### src/design/ssa_pkg.sv
// ----------------------------------------------------------------------------
// ssa_pkg
// Shared types and constants of the swap slot allocator.
// ----------------------------------------------------------------------------
package ssa_pkg;

  localparam int MAX_SLOTS        = 1024;
  localparam int SECTORS_PER_PAGE = 8;

  localparam int SLOT_W   = 10;
  localparam int FRAME_W  = 20;
  localparam int COUNT_W  = 11;
  localparam int SECTOR_W = 13;
  localparam int MADDR_W  = 32;
  localparam int STAT_W   = 2;

  localparam int WORD_W = 32;
  localparam int ROWS   = (MAX_SLOTS + WORD_W - 1) / WORD_W;
  localparam int ROW_W  = (ROWS > 1) ? $clog2(ROWS) : 1;
  localparam int BIT_W  = $clog2(WORD_W);
  localparam int STEP_W = (SECTORS_PER_PAGE > 1) ? $clog2(SECTORS_PER_PAGE) : 1;

  localparam int PAGE_SHIFT   = 12;
  localparam int SECTOR_SHIFT = 9;

  localparam int PDATA_W = 32;
  localparam int PADDR_W = 3;
  localparam int REG_W   = PADDR_W - 2;

  localparam logic [COUNT_W-1:0] SLOT_COUNT_RESET = COUNT_W'(1024);
  localparam logic [REG_W-1:0]   REG_SLOT_COUNT   = REG_W'(0);

  typedef enum logic {
    OP_PAGE_OUT = 1'b0,
    OP_PAGE_IN  = 1'b1
  } op_t;

  typedef enum logic [STAT_W-1:0] {
    ST_OK       = 2'd0,
    ST_FULL     = 2'd1,
    ST_NOT_USED = 2'd2,
    ST_RANGE    = 2'd3
  } status_t;

  typedef enum logic [1:0] {
    S_IDLE,
    S_LOOKUP,
    S_EMIT
  } state_t;

endpackage

### src/design/ssa_req_if.sv
// ----------------------------------------------------------------------------
// ssa_req_if
// Request channel: page-out and page-in items.
// ----------------------------------------------------------------------------
interface ssa_req_if import ssa_pkg::*; ();
  logic               valid;
  logic               ready;
  logic               op;
  logic [SLOT_W-1:0]  requested_slot;
  logic [FRAME_W-1:0] frame_number;

  modport source (output valid, op, requested_slot, frame_number, input ready);
  modport sink   (input valid, op, requested_slot, frame_number, output ready);
endinterface

### src/design/ssa_rsp_if.sv
// ----------------------------------------------------------------------------
// ssa_rsp_if
// Result channel: sector commands and status items.
// ----------------------------------------------------------------------------
interface ssa_rsp_if import ssa_pkg::*; ();
  logic                valid;
  logic                ready;
  logic                is_disk_write;
  logic [SLOT_W-1:0]   slot_number;
  logic [SECTOR_W-1:0] sector_address;
  logic [MADDR_W-1:0]  memory_address;
  logic [STAT_W-1:0]   status;
  logic                last;

  modport source (output valid, is_disk_write, slot_number, sector_address,
                  memory_address, status, last, input ready);
  modport sink   (input valid, is_disk_write, slot_number, sector_address,
                  memory_address, status, last, output ready);
endinterface

### src/design/swap_slot_allocator.sv
// ----------------------------------------------------------------------------
// swap_slot_allocator
// First-fit swap slot allocator over a used-map memory with sector commands.
// ----------------------------------------------------------------------------
//   channel   dir  handshake        item
//   request   in   valid/ready      op, requested_slot, frame_number
//   result    out  valid/ready      one sector command or one status
//   apb       in   psel/penable     slot_count at byte address 0
//
// One request at a time: accept in an idle cycle, map read and write-back in the
// lookup state, then eight result items (one for a status), set by the sector count.
// Reset clears the row valid bits and the full bits at once; no sweep.
// Request ready stays low while reset is high.
// A stalled result holds its values until taken.
// ----------------------------------------------------------------------------
module swap_slot_allocator import ssa_pkg::*; (
  input  logic               clk,
  input  logic               rst,
  ssa_req_if.sink            request,
  ssa_rsp_if.source          result,
  input  logic               psel,
  input  logic               penable,
  input  logic               pwrite,
  input  logic [PADDR_W-1:0] paddr,
  input  logic [PDATA_W-1:0] pwdata,
  output logic [PDATA_W-1:0] prdata,
  output logic               pready
);

  state_t state, state_next;

  logic [COUNT_W-1:0] slot_count;
  logic [COUNT_W-1:0] limit;

  logic [WORD_W-1:0] map_mem [ROWS];
  logic [WORD_W-1:0] rdata;
  logic [ROWS-1:0]   row_valid;
  logic [ROWS-1:0]   full_bits;
  logic              rv;

  logic [ROW_W-1:0]  rd_addr;
  logic              mem_we;
  logic [WORD_W-1:0] wdata;

  op_t                op_r;
  logic [SLOT_W-1:0]  req_r;
  logic [FRAME_W-1:0] frame_r;
  logic [ROW_W-1:0]   row_r;
  logic               all_full_r;
  logic               range_r;

  logic [SLOT_W-1:0]  slot_r;
  status_t            status_r;
  logic [STEP_W-1:0]  step_r;

  logic              in_fire;
  logic              out_fire;
  logic              load;
  logic              emit_done;
  logic [WORD_W-1:0] word;
  logic [BIT_W-1:0]  free_bit;
  logic [SLOT_W-1:0] cand_slot;
  logic [BIT_W-1:0]  req_bit;
  status_t           status_next;
  logic [SLOT_W-1:0] slot_next;
  logic              is_last;

  function automatic logic [ROW_W-1:0] first_open_row(input logic [ROWS-1:0] full);
    logic [ROW_W-1:0] idx;
    idx = '0;
    for (int i = ROWS - 1; i >= 0; i--) begin
      if (!full[i]) idx = ROW_W'(i);
    end
    return idx;
  endfunction

  function automatic logic [BIT_W-1:0] first_zero_bit(input logic [WORD_W-1:0] w);
    logic [BIT_W-1:0] idx;
    idx = '0;
    for (int i = WORD_W - 1; i >= 0; i--) begin
      if (!w[i]) idx = BIT_W'(i);
    end
    return idx;
  endfunction

  // configuration port
  assign pready = 1'b1;

  always_ff @(posedge clk) begin
    if (rst) begin
      slot_count <= SLOT_COUNT_RESET;
    end else if (psel && penable && pwrite && pready &&
                 paddr[PADDR_W-1:2] == REG_SLOT_COUNT) begin
      slot_count <= pwdata[COUNT_W-1:0];
    end
  end

  always_comb begin
    prdata = '0;
    if (paddr[PADDR_W-1:2] == REG_SLOT_COUNT) prdata = PDATA_W'(slot_count);
  end

  assign limit = (slot_count > COUNT_W'(MAX_SLOTS)) ? COUNT_W'(MAX_SLOTS) : slot_count;

  // control
  assign in_fire  = request.valid && request.ready;
  assign out_fire = result.valid && result.ready;
  assign is_last  = (status_r != ST_OK) || (step_r == STEP_W'(SECTORS_PER_PAGE - 1));

  always_ff @(posedge clk) begin
    if (rst) state <= S_IDLE;
    else     state <= state_next;
  end

  always_comb begin
    state_next    = state;
    request.ready = 1'b0;
    result.valid  = 1'b0;
    load          = 1'b0;
    emit_done     = 1'b0;
    unique case (state)
      S_IDLE: begin
        request.ready = !rst;
        if (request.valid) state_next = S_LOOKUP;
      end
      S_LOOKUP: begin
        load       = 1'b1;
        state_next = S_EMIT;
      end
      S_EMIT: begin
        result.valid = 1'b1;
        if (result.ready && is_last) begin
          emit_done  = 1'b1;
          state_next = S_IDLE;
        end
      end
      default: state_next = S_IDLE;
    endcase
  end

  // map read address
  assign rd_addr = (request.op == OP_PAGE_OUT) ? first_open_row(full_bits)
                                                : request.requested_slot[SLOT_W-1:BIT_W];

  always_ff @(posedge clk) begin
    rdata <= map_mem[rd_addr];
    rv    <= row_valid[rd_addr];
  end

  always_ff @(posedge clk) begin
    if (in_fire) begin
      op_r       <= op_t'(request.op);
      req_r      <= request.requested_slot;
      frame_r    <= request.frame_number;
      row_r      <= rd_addr;
      all_full_r <= &full_bits;
      range_r    <= COUNT_W'(request.requested_slot) >= limit;
    end
  end

  // lookup and modify
  assign word      = rv ? rdata : '0;
  assign free_bit  = first_zero_bit(word);
  assign cand_slot = SLOT_W'({row_r, free_bit});
  assign req_bit   = req_r[BIT_W-1:0];

  always_comb begin
    mem_we      = 1'b0;
    wdata       = word;
    status_next = ST_OK;
    slot_next   = '0;
    if (op_r == OP_PAGE_OUT) begin
      if (all_full_r || COUNT_W'(cand_slot) >= limit) begin
        status_next = ST_FULL;
      end else begin
        slot_next         = cand_slot;
        wdata[free_bit]   = 1'b1;
        mem_we            = load;
      end
    end else begin
      if (range_r) begin
        status_next = ST_RANGE;
      end else if (!word[req_bit]) begin
        status_next = ST_NOT_USED;
      end else begin
        slot_next       = req_r;
        wdata[req_bit]  = 1'b0;
        mem_we          = load;
      end
    end
  end

  always_ff @(posedge clk) begin
    if (mem_we) map_mem[row_r] <= wdata;
  end

  always_ff @(posedge clk) begin
    if (rst) begin
      row_valid <= '0;
      full_bits <= '0;
    end else if (mem_we) begin
      row_valid[row_r] <= 1'b1;
      full_bits[row_r] <= &wdata;
    end
  end

  // result
  always_ff @(posedge clk) begin
    if (load) begin
      status_r <= status_next;
      slot_r   <= slot_next;
      step_r   <= '0;
    end else if (out_fire && !emit_done) begin
      step_r <= step_r + STEP_W'(1);
    end
  end

  assign result.is_disk_write = (op_r == OP_PAGE_OUT);
  assign result.status        = status_r;
  assign result.last          = is_last;
  assign result.slot_number   = slot_r;
  assign result.sector_address = (status_r == ST_OK) ?
      SECTOR_W'(slot_r * SECTORS_PER_PAGE + step_r) : '0;
  assign result.memory_address = (status_r == ST_OK) ?
      (MADDR_W'(frame_r) << PAGE_SHIFT) + (MADDR_W'(step_r) << SECTOR_SHIFT) : '0;

  // checks
  a_status_single: assert property (@(posedge clk) disable iff (rst)
    result.valid && result.status != ST_OK |-> result.last)
    else $error("status item without last");

  a_slot_in_range: assert property (@(posedge clk) disable iff (rst)
    result.valid && result.status == ST_OK |-> COUNT_W'(result.slot_number) < limit)
    else $error("slot at or above slot count");

  a_full_track: assert property (@(posedge clk) disable iff (rst)
    mem_we |=> full_bits[$past(row_r)] == (&$past(wdata)))
    else $error("full bit out of step with map row");

endmodule
### src/flat_wrapper.sv
// flat-port wrapper written by rule: the top's interface ports become plain ports
module swap_slot_allocator_flat import ssa_pkg::*;
  (clk, rst, psel, penable, pwrite, paddr, pwdata, prdata, pready, request_valid, request_op, request_requested_slot, request_frame_number, request_ready, result_valid, result_is_disk_write, result_slot_number, result_sector_address, result_memory_address, result_status, result_last, result_ready);
  ssa_req_if request_i ();
  ssa_rsp_if result_i ();
  input  logic clk;
  input  logic rst;
  input  logic psel;
  input  logic penable;
  input  logic pwrite;
  input  logic [PADDR_W-1:0] paddr;
  input  logic [PDATA_W-1:0] pwdata;
  output logic [PDATA_W-1:0] prdata;
  output logic pready;
  input wire logic [$bits(request_i.valid)-1:0] request_valid;
  input wire logic [$bits(request_i.op)-1:0] request_op;
  input wire logic [$bits(request_i.requested_slot)-1:0] request_requested_slot;
  input wire logic [$bits(request_i.frame_number)-1:0] request_frame_number;
  output wire logic [$bits(request_i.ready)-1:0] request_ready;
  output wire logic [$bits(result_i.valid)-1:0] result_valid;
  output wire logic [$bits(result_i.is_disk_write)-1:0] result_is_disk_write;
  output wire logic [$bits(result_i.slot_number)-1:0] result_slot_number;
  output wire logic [$bits(result_i.sector_address)-1:0] result_sector_address;
  output wire logic [$bits(result_i.memory_address)-1:0] result_memory_address;
  output wire logic [$bits(result_i.status)-1:0] result_status;
  output wire logic [$bits(result_i.last)-1:0] result_last;
  input wire logic [$bits(result_i.ready)-1:0] result_ready;
  assign request_i.valid = request_valid;
  assign request_i.op = request_op;
  assign request_i.requested_slot = request_requested_slot;
  assign request_i.frame_number = request_frame_number;
  assign request_ready = request_i.ready;
  assign result_valid = result_i.valid;
  assign result_is_disk_write = result_i.is_disk_write;
  assign result_slot_number = result_i.slot_number;
  assign result_sector_address = result_i.sector_address;
  assign result_memory_address = result_i.memory_address;
  assign result_status = result_i.status;
  assign result_last = result_i.last;
  assign result_i.ready = result_ready;
  swap_slot_allocator u_core (.clk(clk), .rst(rst), .request(request_i), .result(result_i), .psel(psel), .penable(penable), .pwrite(pwrite), .paddr(paddr), .pwdata(pwdata), .prdata(prdata), .pready(pready));
endmodule
### config.mk
export PLATFORM = sky130hd
export DESIGN_NAME = swap_slot_allocator_flat
export DESIGN_NICKNAME = d
export VERILOG_FILES = /design/src/design/ssa_pkg.sv /design/src/design/ssa_req_if.sv /design/src/design/ssa_rsp_if.sv /design/src/design/swap_slot_allocator.sv /design/src/flat_wrapper.sv
export SDC_FILE = /design/constraint.sdc
export NUM_CORES = 2
export LEC_CHECK = 0
export BUFFER_PORTS_ARGS = -buffer_cell sky130_fd_sc_hd__buf_2
export CAP_MARGIN = 15
export CORE_ASPECT_RATIO = 0.9
export CORE_MARGIN = 2
export CORE_UTILIZATION = 60
export CTS_CLUSTER_SIZE = 12
export DETAILED_ROUTE_END_ITERATION = 7
export PLACE_DENSITY_LB_ADDON = 0.2
export SYNTH_ARGS = -nofsm -noshare
export SYNTH_HDL_FRONTEND = slang
export SYNTH_SLANG_ARGS = --single-unit
### constraint.sdc
create_clock -name clk -period 6.71 [get_ports clk]
set_clock_uncertainty 0.15 [all_clocks]
set_input_delay 0.3355 -clock clk [delete_from_list [all_inputs] [get_ports clk]]
set_output_delay 0.3355 -clock clk [all_outputs]
set_load 0.01 [all_outputs]
; ---- Yosys cells after proc, flatten, opt, wreduce, memory -nomap -nowiden
; Memories as Yosys holds them, arrays and structs flattened. A register that Yosys moved wholly into a read port is not among the register bits.
; Cells that the tools add are included.
[totals]
register_bits = 131
ram_bits = 1024
in_bits = 73
out_inout_bits = 94
n_memories = 1
[memory_table]
columns = name, words, width, read_ports, rd_ports_with_merged_regs, wr, line_no
row1 = u_core.map_mem, 32, 32, 1, 1, 1, swap_slot_allocator.sv:35  ; logic [WORD_W-1:0] map_mem [ROWS];
[op_classes]
add_sub_neg = 3
order_cmp = 10
eq_ne = 5
mux = 107
n_bitwise = 6
n_reduce_logical = 20
[ops]
columns = cell, n
row1 = $mux W5, 65
row2 = $mux W32, 6
row3 = $or A32 B32 Y32, 2
row4 = $reduce_and A32 Y1, 2
row5 = $mux W10, 4
row6 = $add A32 B12 Y32, 1
row7 = $and A32 B32 Y32, 1
row8 = $bwmux W32, 1
row9 = $not A32 Y32, 1
row10 = $lt A5 B6 Y1 const B, 4
row11 = $ge A10 B11 Y1, 2
row12 = $mux W11, 2
row13 = $mux W1, 17
row14 = $demux W1 S5, 3
row15 = $ge A5 B1 Y1 const B, 3
row16 = $add A13 B3 Y13, 1
row17 = $mux W13, 1
row18 = $gt A11 B11 Y1 const B, 1
row19 = $bmux W1 S5, 2
row20 = $logic_and A1 B1 Y1, 10
row21 = $mux W2, 5
row22 = $pmux W2 S3, 1
row23 = $logic_not A2 Y1, 2
row24 = $add A3 B1 Y3 const B, 1
row25 = 10 further kinds, 13

; ---- Longest topological paths before layout
[depth]
ltp_word = 42
ltp_mapped = 20
mapped_depth_nobuf = 17

; ---- Worst setup path after synthesis
; OpenSTA, ideal clock, no wires.
[synth_path]
path_kind = register -> register
start = reg u_core.rv
end = reg u_core.full_bits[11]
setup_ps = 68
t_arrival_ps = 5605
slack_ps = 887
stages_incl_launch_ff = 20
path_buffers = 3
path_cell_list = dfxtp_1 > buf_4 > clkbuf_1 > nand3_1 > nand3_1 > a41oi_1 > a21oi_1 > clkinv_1 > ha_1 > nor2b_1 > o211ai_1 > a31oi_1 > a211o_1 > a2111o_1 > o21ai_0 > o21ai_0 > nor4bb_1 > o2111ai_2 > buf_6 > o21ai_2
[synth_between]
elab_chain_cells = 42
elab_cells_between_ends = 54
classes_between = order compare (3) / mux (46) / bitwise (2) / reduce/logical (3)
[synth_rtl]
columns = element, line_no
row1 = "start, declared", swap_slot_allocator.sv:39  ; logic rv;
row2 = "start signal, assigned", swap_slot_allocator.sv:147  ; rv <= row_valid[rd_addr];
row3 = $mux W32 *, swap_slot_allocator.sv:162  ; assign word = rv ? rdata : '0;
row4 = $mux W5 (32 in series), swap_slot_allocator.sv:81  ; if (!w[i]) idx = BIT_W'(i);
row5 = $lt A5 B6 Y1 (not written as such) or $ge A5 B1 Y1 (tied branches), swap_slot_allocator.sv:177  ; wdata[free_bit] = 1'b1;
row6 = $logic_and A1 B1 Y1 (not written as such), swap_slot_allocator.sv:177
row7 = $mux W1 (not written as such), swap_slot_allocator.sv:177
row8 = $demux W1 S5, -
row9 = $or A32 B32 Y32 (no source line), -
row10 = $mux W32, swap_slot_allocator.sv:173  ; if (all_full_r || COUNT_W'(cand_slot) >= limit) begin
row11 = $mux W32 *, swap_slot_allocator.sv:172  ; if (op_r == OP_PAGE_OUT) begin
row12 = net u_core.wdata[25], swap_slot_allocator.sv:43  ; logic [WORD_W-1:0] wdata;
row13 = $reduce_and A32 Y1 *, swap_slot_allocator.sv:203  ; full_bits[row_r] <= &wdata;
row14 = $bwmux W32 *, swap_slot_allocator.sv:203
row15 = "end signal, assigned by index", swap_slot_allocator.sv:203
row16 = "end, declared", swap_slot_allocator.sv:38  ; logic [ROWS-1:0] full_bits;
; The timed path passes the listed nets; every way through them passes the cells marked *. The select of a mux whose other input is x is not followed.
; A chain may end at the register's enable or synchronous reset.

; ---- Worst setup path in the final report
[layout_path]
start = reg u_core.rv
end = reg u_core.full_bits[27]
[layout_between]
elab_chain_cells = 42
elab_cells_between_ends = 54
classes_between = order compare (3) / mux (46) / bitwise (2) / reduce/logical (3)
[layout_rtl]
columns = element, line_no
row1 = $mux W32 *, swap_slot_allocator.sv:162
row2 = $mux W5 (32 in series), swap_slot_allocator.sv:81
row3 = $lt A5 B6 Y1 (not written as such) or $ge A5 B1 Y1 (tied branches), swap_slot_allocator.sv:177
row4 = $logic_and A1 B1 Y1 (not written as such), swap_slot_allocator.sv:177
row5 = $mux W1 (not written as such), swap_slot_allocator.sv:177
row6 = $demux W1 S5, -
row7 = $or A32 B32 Y32 (no source line), -
row8 = $mux W32, swap_slot_allocator.sv:173
row9 = $mux W32, swap_slot_allocator.sv:172
row10 = $reduce_and A32 Y1, swap_slot_allocator.sv:203
row11 = $bwmux W32, swap_slot_allocator.sv:203
; Mark *: on every way between the ends. The rest lies on a longest branch, timed or not. The select of a mux whose other input is x is not followed.

==> flow_metrics.py <==
metrics = {
    "logic_synthesis": {
        "synth_edf_count": 1074,
        "synthFlopType": "edfxtp_1",
        "syn_area_um2": 48600,
        "syn_inst": 3502,
        "synth-seq-cells": 1187,
        "ys_types": 79,
        "seq_area_frac_synth": 0.710,
        "async_flop_share": 0,
        "yosysWarnings": 0,
        "syn-mean-instance-area_um2": 13.9,
    },
    "cts": {
        "cts_max_level": 3,
        "cts-root-buf": "clkbuf_16",
        "ctsHoldBuffers": 44,
        "clk_pin_slew_ns": 0.06,
        "clk_latency_ns": 0.71,
        "clock_sinks": 1187,
        "cts_tree": "done",
        "clock_path_buffers": 3,
        "cts_setup_buffers": 0,
        "cts_made_buffers": 117,
        "cts_resized": 0,
    },
    "floorplanning": {
        "io_pins": 167,
        "die_h_um": 274,
        "coreArea_um2": 80600,
        "start_util": 0.603,
        "design.die.area_um2": 83400,
        "die_x_um": 304,
        "placementRows": 99,
    },
    "critical_path": {
        "crit_chain": "buf_4, buf_4, and3_1, a21o_1, nor4_1, a21oi_1, clkinv_1, ha_1, nor2b_1, o211ai_1, a31oi_1, a2111oi_2, o211ai_1, a21boi_0, a2111oi_0, and4_1, o2111ai_4, buf_4, o21ai_0",
        "cp-end-kind": "flip-flop",
        "rr_worst_depth": 19,
        "crit_start": "u_core.rv",
        "r2r_slack_ns": 0.54,
        "worstReg2RegEnd": "u_core.full_bits[27]",
        "cp_slowest_cell": "a2111oi_2",
        "worstPathMaxFanout": 32,
        "timing.rr.start": "u_core.rv",
        "path_delay_family": "compound AO/OA/AOI/OAI gates",
        "cpMostUsedCell": "buf_4",
        "crit_type": "flip-flop to flip-flop",
        "cp.arrival_ns": 6.65,
        "worstPathRequired_ns": 7.18,
        "path_buf_inv": 4,
        "max_stage_delay_ns": 0.63,
        "worst_setup_path_start_kind": "flip-flop",
    },
    "drt": {
        "wl_per_cell_um": 28.5,
        "drt-initial-drc-count": 4283,
        "routed_wirelength_mm": 137,
        "vias_per_cell": 6.50,
        "drtPass1Iterations": 5,
        "via_count": 31300,
        "drtAntennaViolNets": 0,
        "drc": 0,
    },
    "placed_design": {
        "port_buffers": 112,
        "placedCellCount": 4581,
        "detailed_place_hpwl_mm": 77.4,
        "gp_congestion": 0.957,
        "placed_area_um2": 51100,
    },
    "timing": {
        "whs_ns": 0.143,
        "post-route-min-period_ns": 6.17,
        "finalSetupTns_ns": 0,
        "setup_viol": 0,
        "worstMarginPinSlew_ns": 1.15,
        "period_share": 0.920,
        "max_clock_freq_mhz": 162,
        "rsz0062_at_grt": "false",
        "slew_violations": 0,
        "hold_viol_final": 0,
        "slew_headroom": 0.235,
    },
    "layout": {
        "fillers": 5397,
        "area_growth_pct": 12.9,
        "final_area_um2": 54900,
        "finalNonFillerCells": 4816,
        "nets": 3779,
        "drive_above_1_share": 0.161,
    },
    "grt": {
        "overflow": 0,
        "antenna_found_initial": 6,
        "grt_use_total": 0.329,
        "grt_pass1_vias": 30600,
        "grt_pass1_wl_mm": 199,
        "grt_max_degree": 123,
    },
    "worst_hold_path": {
        "min_delay_path_depth": 4,
        "min_to": "u_core.slot_count[6]",
        "hold_path.class": "input pin to flip-flop",
        "hold_path.startpoint": "penable",
    },
    "outcome": {
        "status": "finished, final reports clean",
    },
    "power": {
        "power.density_nw_per_um2": 277,
        "vdd_drop_max_mv": 0.245,
        "p_leak_uw": 0.0193,
    },
    "flow_run": {
        "cap_violations": 0,
    },
}
worst max-delay path by stage:
stage	slack (ns)	cells after the start	endpoint
final	0.54	19	u_core.full_bits[27]
after global routing	0.29	19	u_core.full_bits[27]
after detailed placement	0.75	19	u_core.full_bits[27]
after global placement	0.68	19	u_core.full_bits[27]
after CTS	0.71	19	u_core.full_bits[15]
after floorplan	0.89	19	u_core.full_bits[11]
power breakdown:
| group | internal [µW] | switching, µW | total (µW) |
|---|---|---|---|
| Sequential | 8150 | 87.3 | 8240 |
| Clock | 3330 | 2670 | 6000 |
| Combinational | 309 | 643 | 952 |
layout make-up:
type                       count  area [µm²]  share of cell area
sequential                  1187       34500               0.628
inverter                      68         263             0.00478
antenna                        2        5.00           0.0000911
multi-input combinational   2048       13100               0.239
timing repair buffer         263        2290              0.0417
clock buffer                 154        3100              0.0564
tap                         1060        1330              0.0241
clock inverter                34         335             0.00610
through the flow:
stage / utilization / total power [µW] / setup slack [ns]
after detailed placement: 0.633 / 9300 / 0.752
after floorplan: - / 8940 / 0.887
after CTS: 0.681 / 15200 / 0.714
after global routing: 0.681 / 15600 / 0.289
after global placement: 0.633 / 9280 / 0.682
final: 0.681 / 15200 / 0.539
tightest hold or removal path: stages:
cell and delay (ns):
buf_2 0.11, and4b_1 0.30, nand2_1 0.12, a21oi_1 0.05
cell usage after synthesis, drive strengths merged (10+ instances only):
master	count	area share
nand3b	34	0.0052
nand2	770	0.059
and3	40	0.0051
o211ai	31	0.0048
and2	37	0.0048
o21ai	208	0.024
nor3	12	0.0012
mux4	134	0.062
nor2b	22	0.0028
edfxtp	1074	0.66
a21oi	192	0.020
inv	66	0.0051
dfxtp	113	0.047
buf	69	0.0088
ha	21	0.0054
a22oi	72	0.011
nor2	67	0.0052
nand4	14	0.0018
o41ai	34	0.0061
a31oi	11	0.0014
nand3	157	0.016
mux2i	10	0.0021
o21a	10	0.0015
clkbuf	159	0.012
nand2b	17	0.0022
cells in the final DEF (no fill, tap or decap), types with 14 or more instances in the layout:
cell           synthesis  final
and2_1                37     37
clkbuf_1             159     34
mux4_2               134    134
o41ai_1               34     34
clkbuf_16              0    117
inv_1                 66     33
o21ai_0              177    159
and3_1                40     40
inv_2                  0     32
dlygate4sd3_1          0     44
nor2b_1               22     22
nand2_1              770    769
dfxtp_1              113    113
o211ai_1              31     31
nor2_1                67     67
buf_2                 11    112
buf_12                 0     39
edfxtp_1            1074   1074
conb_1                 2     31
nand4_1               14     14
a21oi_1              192    192
clkinv_1               2     18
nand3_1              156    156
a22oi_1               72     71
o21ai_2               30     43
ha_1                  21     21
nand2b_1              17     15
nand3b_1              34     34
buf_4                 35     67
per-layer routing:
metal / global-route usage / routed length, µm
met1: 0.456 / 53100
met3: 0.0640 / 13400
met5: 0 / 32
met2: 0.523 / 64800
met4: 0.131 / 5780
state kept, by name, indices dropped and copies added, names as in the netlist, 2 cells and up:
name / flops
u_core.frame_r: 20
u_core.full_bits: 32
u_core.map_mem: 1024
u_core.rdata: 32
u_core.req_r: 10
u_core.result.slot_number: 10
u_core.result.status: 2
u_core.row_r: 5
u_core.row_valid: 32
u_core.slot_count: 11
u_core.state: 2
u_core.step_r: 3
cells by family after synthesis:
logic type,count (synthesis),share of synthesized area
adder cells (fa/ha/maj),21,0.00540
AND/OR/NAND/NOR,1219,0.112
multiplexers,147,0.0648
flip-flops,1187,0.710
other,2,0.000154
AO/OA/AOI/OAI,627,0.0812
XOR/XNOR,3,0.000540
buffers and inverters,296,0.0263
(Power assumes the default switching activity.)
